--- config.mk ---
export PLATFORM = sky130hd
export DESIGN_NAME = instruction_trace_ring_buffer
export DESIGN_NICKNAME = d
export VERILOG_FILES = /design/src/hdl/itrb_pkg.sv /design/src/hdl/instruction_trace_ring_buffer.sv /design/src/hdl/itrb_ctrl.sv /design/src/hdl/itrb_dp.sv
export SDC_FILE = /design/constraint.sdc
export NUM_CORES = 1
export LEC_CHECK = 0
export ABC_AREA = 1
export BUFFER_PORTS_ARGS = -buffer_cell sky130_fd_sc_hd__buf_2
export CORE_ASPECT_RATIO = 1.75
export CORE_MARGIN = 2
export CORE_UTILIZATION = 30
export CTS_CLUSTER_SIZE = 8
export DETAILED_ROUTE_END_ITERATION = 10
export PLACE_DENSITY = 0.47
export SLEW_MARGIN = 20
export SYNTH_ARGS = -nofsm -noshare
export SYNTH_HDL_FRONTEND = slang
export SYNTH_SLANG_ARGS = --single-unit
--- constraint.sdc ---
create_clock -name clk -period 6.1 [get_ports clk]
set_input_delay 0.61 -clock clk [delete_from_list [all_inputs] [get_ports clk]]
set_output_delay 0.61 -clock clk [all_outputs]
set_load 0.01 [all_outputs]
--- src/hdl/itrb_pkg.sv ---
`default_nettype none

package itrb_pkg;

	// Default geometry
	localparam int DEPTH_DEF      = 16;
	localparam int INST_BYTES_DEF = 4;

	// Fixed field widths
	localparam int ADDR_W = 32;
	localparam int WORD_W = 32;

	// Operation codes
	localparam logic OP_RECORD = 1'b0;
	localparam logic OP_DUMP   = 1'b1;

	// Controller to datapath commands
	typedef struct packed {
		logic rec_en;     // write one entry at the write pointer
		logic dump_load;  // set up the read pointer and remaining count
		logic rd_step;    // read one entry and advance
		logic emit_empty; // send the empty-buffer result
	} ctrl_cmd_t;

	// Datapath to controller status
	typedef struct packed {
		logic cnt_zero;   // buffer holds no entries
		logic rd_final;   // the current read is the last of the dump
	} dp_status_t;

endpackage

`default_nettype wire

--- src/hdl/instruction_trace_ring_buffer.sv ---
// Channel   Ports                                              Transaction
// command   start, busy, operation, instr_addr, instr_word,    start && !busy
//           fault_addr
// result    strobe, entry_addr, entry_word, is_fault,          strobe (one cycle)
//           is_empty, last
//
// A record does not raise busy, so records go in every cycle while no dump holds busy.
// A dump of N valid entries holds busy while it makes N reads, one memory read per cycle
// on the single read port; each read passes through the stage 1 and output registers.
// A dump of an empty buffer does not raise busy and gives one result.
// Reset clears the write pointer and entry count; storage is not cleared.
// Results cannot be stalled; each strobe lasts one cycle.
`default_nettype none

module instruction_trace_ring_buffer
	import itrb_pkg::*;
#(
	parameter int DEPTH      = DEPTH_DEF,
	parameter int INST_BYTES = INST_BYTES_DEF
) (
	input  wire logic              clk,
	input  wire logic              arst_n,
	input  wire logic              start,
	output logic                   busy,
	input  wire logic              operation,
	input  wire logic [ADDR_W-1:0] instr_addr,
	input  wire logic [WORD_W-1:0] instr_word,
	input  wire logic [ADDR_W-1:0] fault_addr,
	output logic                   strobe,
	output logic [ADDR_W-1:0]      entry_addr,
	output logic [WORD_W-1:0]      entry_word,
	output logic                   is_fault,
	output logic                   is_empty,
	output logic                   last
);

	ctrl_cmd_t  cmd;
	dp_status_t status;

	itrb_ctrl u_ctrl (
		.clk       (clk),
		.arst_n    (arst_n),
		.start     (start),
		.operation (operation),
		.status    (status),
		.cmd       (cmd),
		.busy      (busy)
	);

	itrb_dp #(
		.DEPTH      (DEPTH),
		.INST_BYTES (INST_BYTES)
	) u_dp (
		.clk        (clk),
		.arst_n     (arst_n),
		.cmd        (cmd),
		.instr_addr (instr_addr),
		.instr_word (instr_word),
		.fault_addr (fault_addr),
		.status     (status),
		.strobe     (strobe),
		.entry_addr (entry_addr),
		.entry_word (entry_word),
		.is_fault   (is_fault),
		.is_empty   (is_empty),
		.last       (last)
	);

endmodule

`default_nettype wire

--- src/hdl/itrb_ctrl.sv ---
`default_nettype none

module itrb_ctrl
	import itrb_pkg::*;
(
	input  wire logic       clk,
	input  wire logic       arst_n,
	input  wire logic       start,
	input  wire logic       operation,
	input  wire dp_status_t status,
	output ctrl_cmd_t       cmd,
	output logic            busy
);

	typedef enum logic {
		ST_IDLE,
		ST_DUMP
	} state_t;

	state_t state_q;
	logic   accept;

	assign accept = start && (state_q == ST_IDLE);
	assign busy   = (state_q == ST_DUMP);

	// Command decode
	always_comb begin
		cmd            = '0;
		cmd.rec_en     = accept && (operation == OP_RECORD);
		cmd.dump_load  = accept && (operation == OP_DUMP) && !status.cnt_zero;
		cmd.emit_empty = accept && (operation == OP_DUMP) && status.cnt_zero;
		cmd.rd_step    = (state_q == ST_DUMP);
	end

	// State register
	always_ff @(posedge clk or negedge arst_n) begin
		if (!arst_n) begin
			state_q <= ST_IDLE;
		end else begin
			case (state_q)
				ST_IDLE: begin
					if (cmd.dump_load) begin
						state_q <= ST_DUMP;
					end
				end
				ST_DUMP: begin
					if (status.rd_final) begin
						state_q <= ST_IDLE;
					end
				end
				default: begin
					state_q <= ST_IDLE;
				end
			endcase
		end
	end

endmodule

`default_nettype wire

--- src/hdl/itrb_dp.sv ---
`default_nettype none

module itrb_dp
	import itrb_pkg::*;
#(
	parameter int DEPTH      = DEPTH_DEF,
	parameter int INST_BYTES = INST_BYTES_DEF
) (
	input  wire logic              clk,
	input  wire logic              arst_n,
	input  wire ctrl_cmd_t         cmd,
	input  wire logic [ADDR_W-1:0] instr_addr,
	input  wire logic [WORD_W-1:0] instr_word,
	input  wire logic [ADDR_W-1:0] fault_addr,
	output dp_status_t             status,
	output logic                   strobe,
	output logic [ADDR_W-1:0]      entry_addr,
	output logic [WORD_W-1:0]      entry_word,
	output logic                   is_fault,
	output logic                   is_empty,
	output logic                   last
);

	localparam int PTR_W      = $clog2(DEPTH);
	localparam int CNT_W      = $clog2(DEPTH + 1);
	localparam int KEEP_BYTES = (INST_BYTES >= 4) ? 4 : INST_BYTES;
	localparam logic [WORD_W-1:0] WORD_MASK = (KEEP_BYTES == 4) ? {WORD_W{1'b1}} :
		WORD_W'((64'd1 << (8 * KEEP_BYTES)) - 64'd1);
	localparam logic [PTR_W-1:0] PTR_MAX = PTR_W'(DEPTH - 1);
	localparam logic [CNT_W-1:0] CNT_MAX = CNT_W'(DEPTH);

	// Trace storage
	logic [ADDR_W-1:0] addr_mem [DEPTH];
	logic [WORD_W-1:0] word_mem [DEPTH];

	logic [PTR_W-1:0]  wr_ptr_q;
	logic [CNT_W-1:0]  count_q;
	logic [PTR_W-1:0]  rd_ptr_q;
	logic [CNT_W-1:0]  rd_left_q;
	logic [ADDR_W-1:0] fault_q;

	logic [ADDR_W-1:0] rd_addr_s1;
	logic [WORD_W-1:0] rd_word_s1;
	logic              vld_s1;
	logic              empty_s1;
	logic              last_s1;

	logic              full;

	assign full            = (count_q == CNT_MAX);
	assign status.cnt_zero = (count_q == '0);
	assign status.rd_final = (rd_left_q == CNT_W'(1));

	// Memory write and registered read
	always_ff @(posedge clk) begin
		if (cmd.rec_en) begin
			addr_mem[wr_ptr_q] <= instr_addr;
			word_mem[wr_ptr_q] <= instr_word & WORD_MASK;
		end
		if (cmd.rd_step) begin
			rd_addr_s1 <= addr_mem[rd_ptr_q];
			rd_word_s1 <= word_mem[rd_ptr_q];
		end
	end

	// Fault address held for the length of a dump
	always_ff @(posedge clk) begin
		if (cmd.dump_load || cmd.emit_empty) begin
			fault_q <= fault_addr;
		end
	end

	// Pointers and counts
	always_ff @(posedge clk or negedge arst_n) begin
		if (!arst_n) begin
			wr_ptr_q  <= '0;
			count_q   <= '0;
			rd_ptr_q  <= '0;
			rd_left_q <= '0;
		end else begin
			if (cmd.rec_en) begin
				wr_ptr_q <= (wr_ptr_q == PTR_MAX) ? '0 : wr_ptr_q + PTR_W'(1);
				if (!full) begin
					count_q <= count_q + CNT_W'(1);
				end
			end
			if (cmd.dump_load) begin
				// oldest entry: slot 0 until the buffer wraps, then the write pointer
				rd_ptr_q  <= full ? wr_ptr_q : '0;
				rd_left_q <= count_q;
			end else if (cmd.rd_step) begin
				rd_ptr_q  <= (rd_ptr_q == PTR_MAX) ? '0 : rd_ptr_q + PTR_W'(1);
				rd_left_q <= rd_left_q - CNT_W'(1);
			end
		end
	end

	// Stage 1 control, alongside the read data
	always_ff @(posedge clk or negedge arst_n) begin
		if (!arst_n) begin
			vld_s1   <= 1'b0;
			empty_s1 <= 1'b0;
			last_s1  <= 1'b0;
		end else begin
			vld_s1   <= cmd.rd_step || cmd.emit_empty;
			empty_s1 <= cmd.emit_empty;
			last_s1  <= cmd.emit_empty || (cmd.rd_step && status.rd_final);
		end
	end

	// Output register control
	always_ff @(posedge clk or negedge arst_n) begin
		if (!arst_n) begin
			strobe   <= 1'b0;
			is_empty <= 1'b0;
			last     <= 1'b0;
		end else begin
			strobe   <= vld_s1;
			is_empty <= empty_s1;
			last     <= last_s1;
		end
	end

	// Output payload with fault compare
	always_ff @(posedge clk) begin
		if (vld_s1) begin
			entry_addr <= empty_s1 ? '0 : rd_addr_s1;
			entry_word <= empty_s1 ? '0 : rd_word_s1;
			is_fault   <= !empty_s1 && (rd_addr_s1 == fault_q);
		end
	end

endmodule

`default_nettype wire
==> qor.yml <==
ir_worst_vdd_mv: 0.4074
setup_viol: 0
synthesis.area_um2: 47130
r2r_end: "u_dp.rd_ptr_q[3]$_DFFE_PN0P_"
worstReg2RegStart: "u_dp.rd_ptr_q[0]$_DFFE_PN0P_"
ctsLongestPathBuffers: 3
numPortBuffers: 168
switching_share: 0.3371
drive_gt1_frac: 0.1108
powerDensity_nw_per_um2: 468.0
fin_nets: 3981
power.internal_uw: 17100
place_area_um2: 50100
grt_setup_unrepaired: "false"
finalHoldViolCount: 0
clkTransAtPathRegs_ns: 0.05
antenna_found_initial: 26
vias_per_cell: 4.820
ios: 169
fin_ws_ns: 2.512
place_inst: 5704
die_w_um: 303.6
hold_path.class: "in -> reg"
fillCellCount: 15040
rrSetupSlack_ns: 2.51
ant_nets: 0
final_cells: 5948
clock_sinks: 1210
cts-root-buf: "clkbuf_16"
fin_worst_skew_ns: 0.04673
r2r_cells: 10
grt_pass1_vias: 28900
cap_viol_max_count: 0
pre_cts_slack_ns: 2.479
slew_headroom: 0.08322
gp_congestion: 0.7612
grt-ovfl-total: 0
power_frac_comb: 0.244
p_sw_uw: 8699
yosysUniqueCellTypes: 28
hold_path_startpoint: "instr_word[16]"
power_frac_seq: 0.423
critPathMaxFanout: 93
grt_first_pass_wirelength_mm: 193.4
period_share: 0.5881
cts-htree-levels: 4
die_area_um2: 160400
ys_seq_area_frac: 0.7683
cts_tree: "built"
synth_area_leader_cell: "edfxtp_1"
leakage_uw: 0.01912
tns_ns: 0
crit_start: "u_dp.rd_ptr_q[0]$_DFFE_PN0P_"
rows: 192
start_util: 0.3018
max_freq_mhz: 278.7
final_area_um2: 55140
cp-end-kind: "flip-flop"
cts_hold_buf: 33
wl_per_cell_um: 22.22
cp.required_ns: 6.72
cts_setup_buffers: 0
endpoint: "u_dp.rd_ptr_q[3]$_DFFE_PN0P_"
drv_slew: 0
syn_avg_cell_area_um2: 12.87
grt_max_degree: 219
drc: 0
ys_ff_latch: 1210
critPathKind: "reg -> reg"
areaGrowthSynthToFinish_pct: 16.99
drtPass1Iterations: 5
chipHeight_um: 528.3
insertion_delay_ns: 0.78
synth.area.top_cells: "edfxtp_1 (76%), nand2_1 (5.4%), o21ai_0 (4.4%)"
status: "completed"
cts_resized: 0
vias: 28670
worstSetupStartpointType: "flip-flop"
coreArea_um2: 156200
p_total_uw: 25800
synth_nets: 3771
drtIter0Drc: 2110
routed_wl_mm: 132.2
synth.top_cell.area_share: 0.7550
clockPowerShare: 0.333
worstMarginPinSlew_ns: 1.375
multiInputGateArea_um2: 9529
arrival_ns: 4.20
hpwlAfterDp_mm: 66.76
fin_crit_ns: 3.588
numCtsBuffers: 170
synth_warnings: 0
grt_use_total: 0.1627
seq_area_um2: 36240
netlist_instances: 3662
-- worst max-delay path, stage by stage, from the launching register on --
cell	delay, ns
dfrtp_4	0.87
buf_4	0.85
buf_4	0.69
ha_1	0.30
nand2_1	0.09
nand2_1	0.09
o21ai_0	0.08
nand3_1	0.10
nand2_1	0.06
nand2_1	0.06
o21ai_0	0.09
-- synthesized netlist by cell type (all sizes together) --
cell type  number
a21oi         259
buf           145
clkbuf         65
dfrtp          25
edfxtp       1185
ha              9
inv           104
nand2         677
nand3         147
nand3b          1
nand4           4
nor2          489
nor3            1
nor4            1
o211ai          1
o21a            1
o21ai         527
o221ai          1
or2             3
xnor2           8
xor2            9
-- per-stage QoR --
stage,util,hold WS [ns]
floorplan,-,0.3144
global placement,0.3209,0.3401
detailed placement,0.3209,0.3347
CTS,0.3531,0.1508
global route,0.3531,0.1721
finish,0.3531,0.2150
-- logic make-up (layout without fill, tap and decap cells) --
logic type	count (synthesis)	count (layout)	share of synthesized area
compound gates	789	789	0.08397
xor+xnor	17	17	0.003159
fa+ha+maj	9	9	0.002389
buf+inv	314	560	0.03236
flops	1210	1210	0.7683
other cells	0	3	0
simple gates	1323	1323	0.1098
-- worst min path at each step --
stage | to | slack, ns | cells past startpoint
6_report | u_dp.word_mem[12][16]$_DFFE_PP_ | 0.22 | 1
5_1_grt | u_dp.word_mem[6][21]$_DFFE_PP_ | 0.17 | 1
4_1_cts | u_dp.word_mem[1][2]$_DFFE_PP_ | 0.15 | 1
3_5_place_dp | u_dp.last$_DFF_PN0_ | 0.33 | 0
3_3_place_gp | u_dp.last$_DFF_PN0_ | 0.34 | 0
2_1_floorplan | u_ctrl.busy$_DFF_PN0_ | 0.31 | 0
-- state kept, by name, summed over array words and instances, names as in the netlist, 4 cells and up --
| register | flops |
|---|---|
| u_dp.addr_mem | 512 |
| u_dp.entry_word | 32 |
| u_dp.count_q | 5 |
| u_dp.fault_q | 32 |
| u_dp.entry_addr | 32 |
| u_dp.rd_left_q | 5 |
| u_dp.wr_ptr_q | 4 |
| u_dp.rd_addr_s1 | 32 |
| u_dp.rd_word_s1 | 32 |
| u_dp.rd_ptr_q | 4 |
| u_dp.word_mem | 512 |
-- power by group through the flow --
| stage | Clock (µW) | Combinational, µW | Sequential [µW] |
|---|---|---|---|
| 4_1_cts | 8810 | 6500 | 10900 |
| 2_1_floorplan | 0 | 4220 | 10900 |
| 5_1_grt | 9120 | 7150 | 11000 |
| 3_3_place_gp | 0 | 6440 | 11100 |
| 3_5_place_dp | 0 | 6460 | 11100 |
| 6_report | 8580 | 6300 | 10900 |
-- area by class of cell --
type                    count  share of cell area
well taps                2037             0.04622
multi-input cells        2138              0.1728
clock inverters            17            0.006218
clock buffers             191             0.07897
repair buffers            248             0.03104
inverters                 104            0.007398
flip-flops and latches   1210              0.6572
diodes                      3           0.0001362
-- cells in the final DEF (no fill, tap or decap), types with 8 or more instances in the layout --
master / n
o21ai_1: 110
buf_2: 168
o21ai_0: 417
buf_4: 32
nand3_1: 147
ha_1: 9
nor2_1: 472
edfxtp_1: 1185
xor2_1: 9
nand2_1: 676
xnor2_1: 8
buf_12: 15
a21oi_1: 259
clkbuf_16: 171
clkbuf_1: 20
inv_1: 100
dfrtp_1: 18
dlygate4sd3_1: 33
nor2_4: 17
-- routing by layer --
metal / GRT usage / part of all wire
met1: 0.1942 / 0.41
met2: 0.2957 / 0.52
met3: 0.02699 / 0.040
met4: 0.05486 / 0.029
met5: 0 / 0.00071
(Power assumes the default switching activity.)
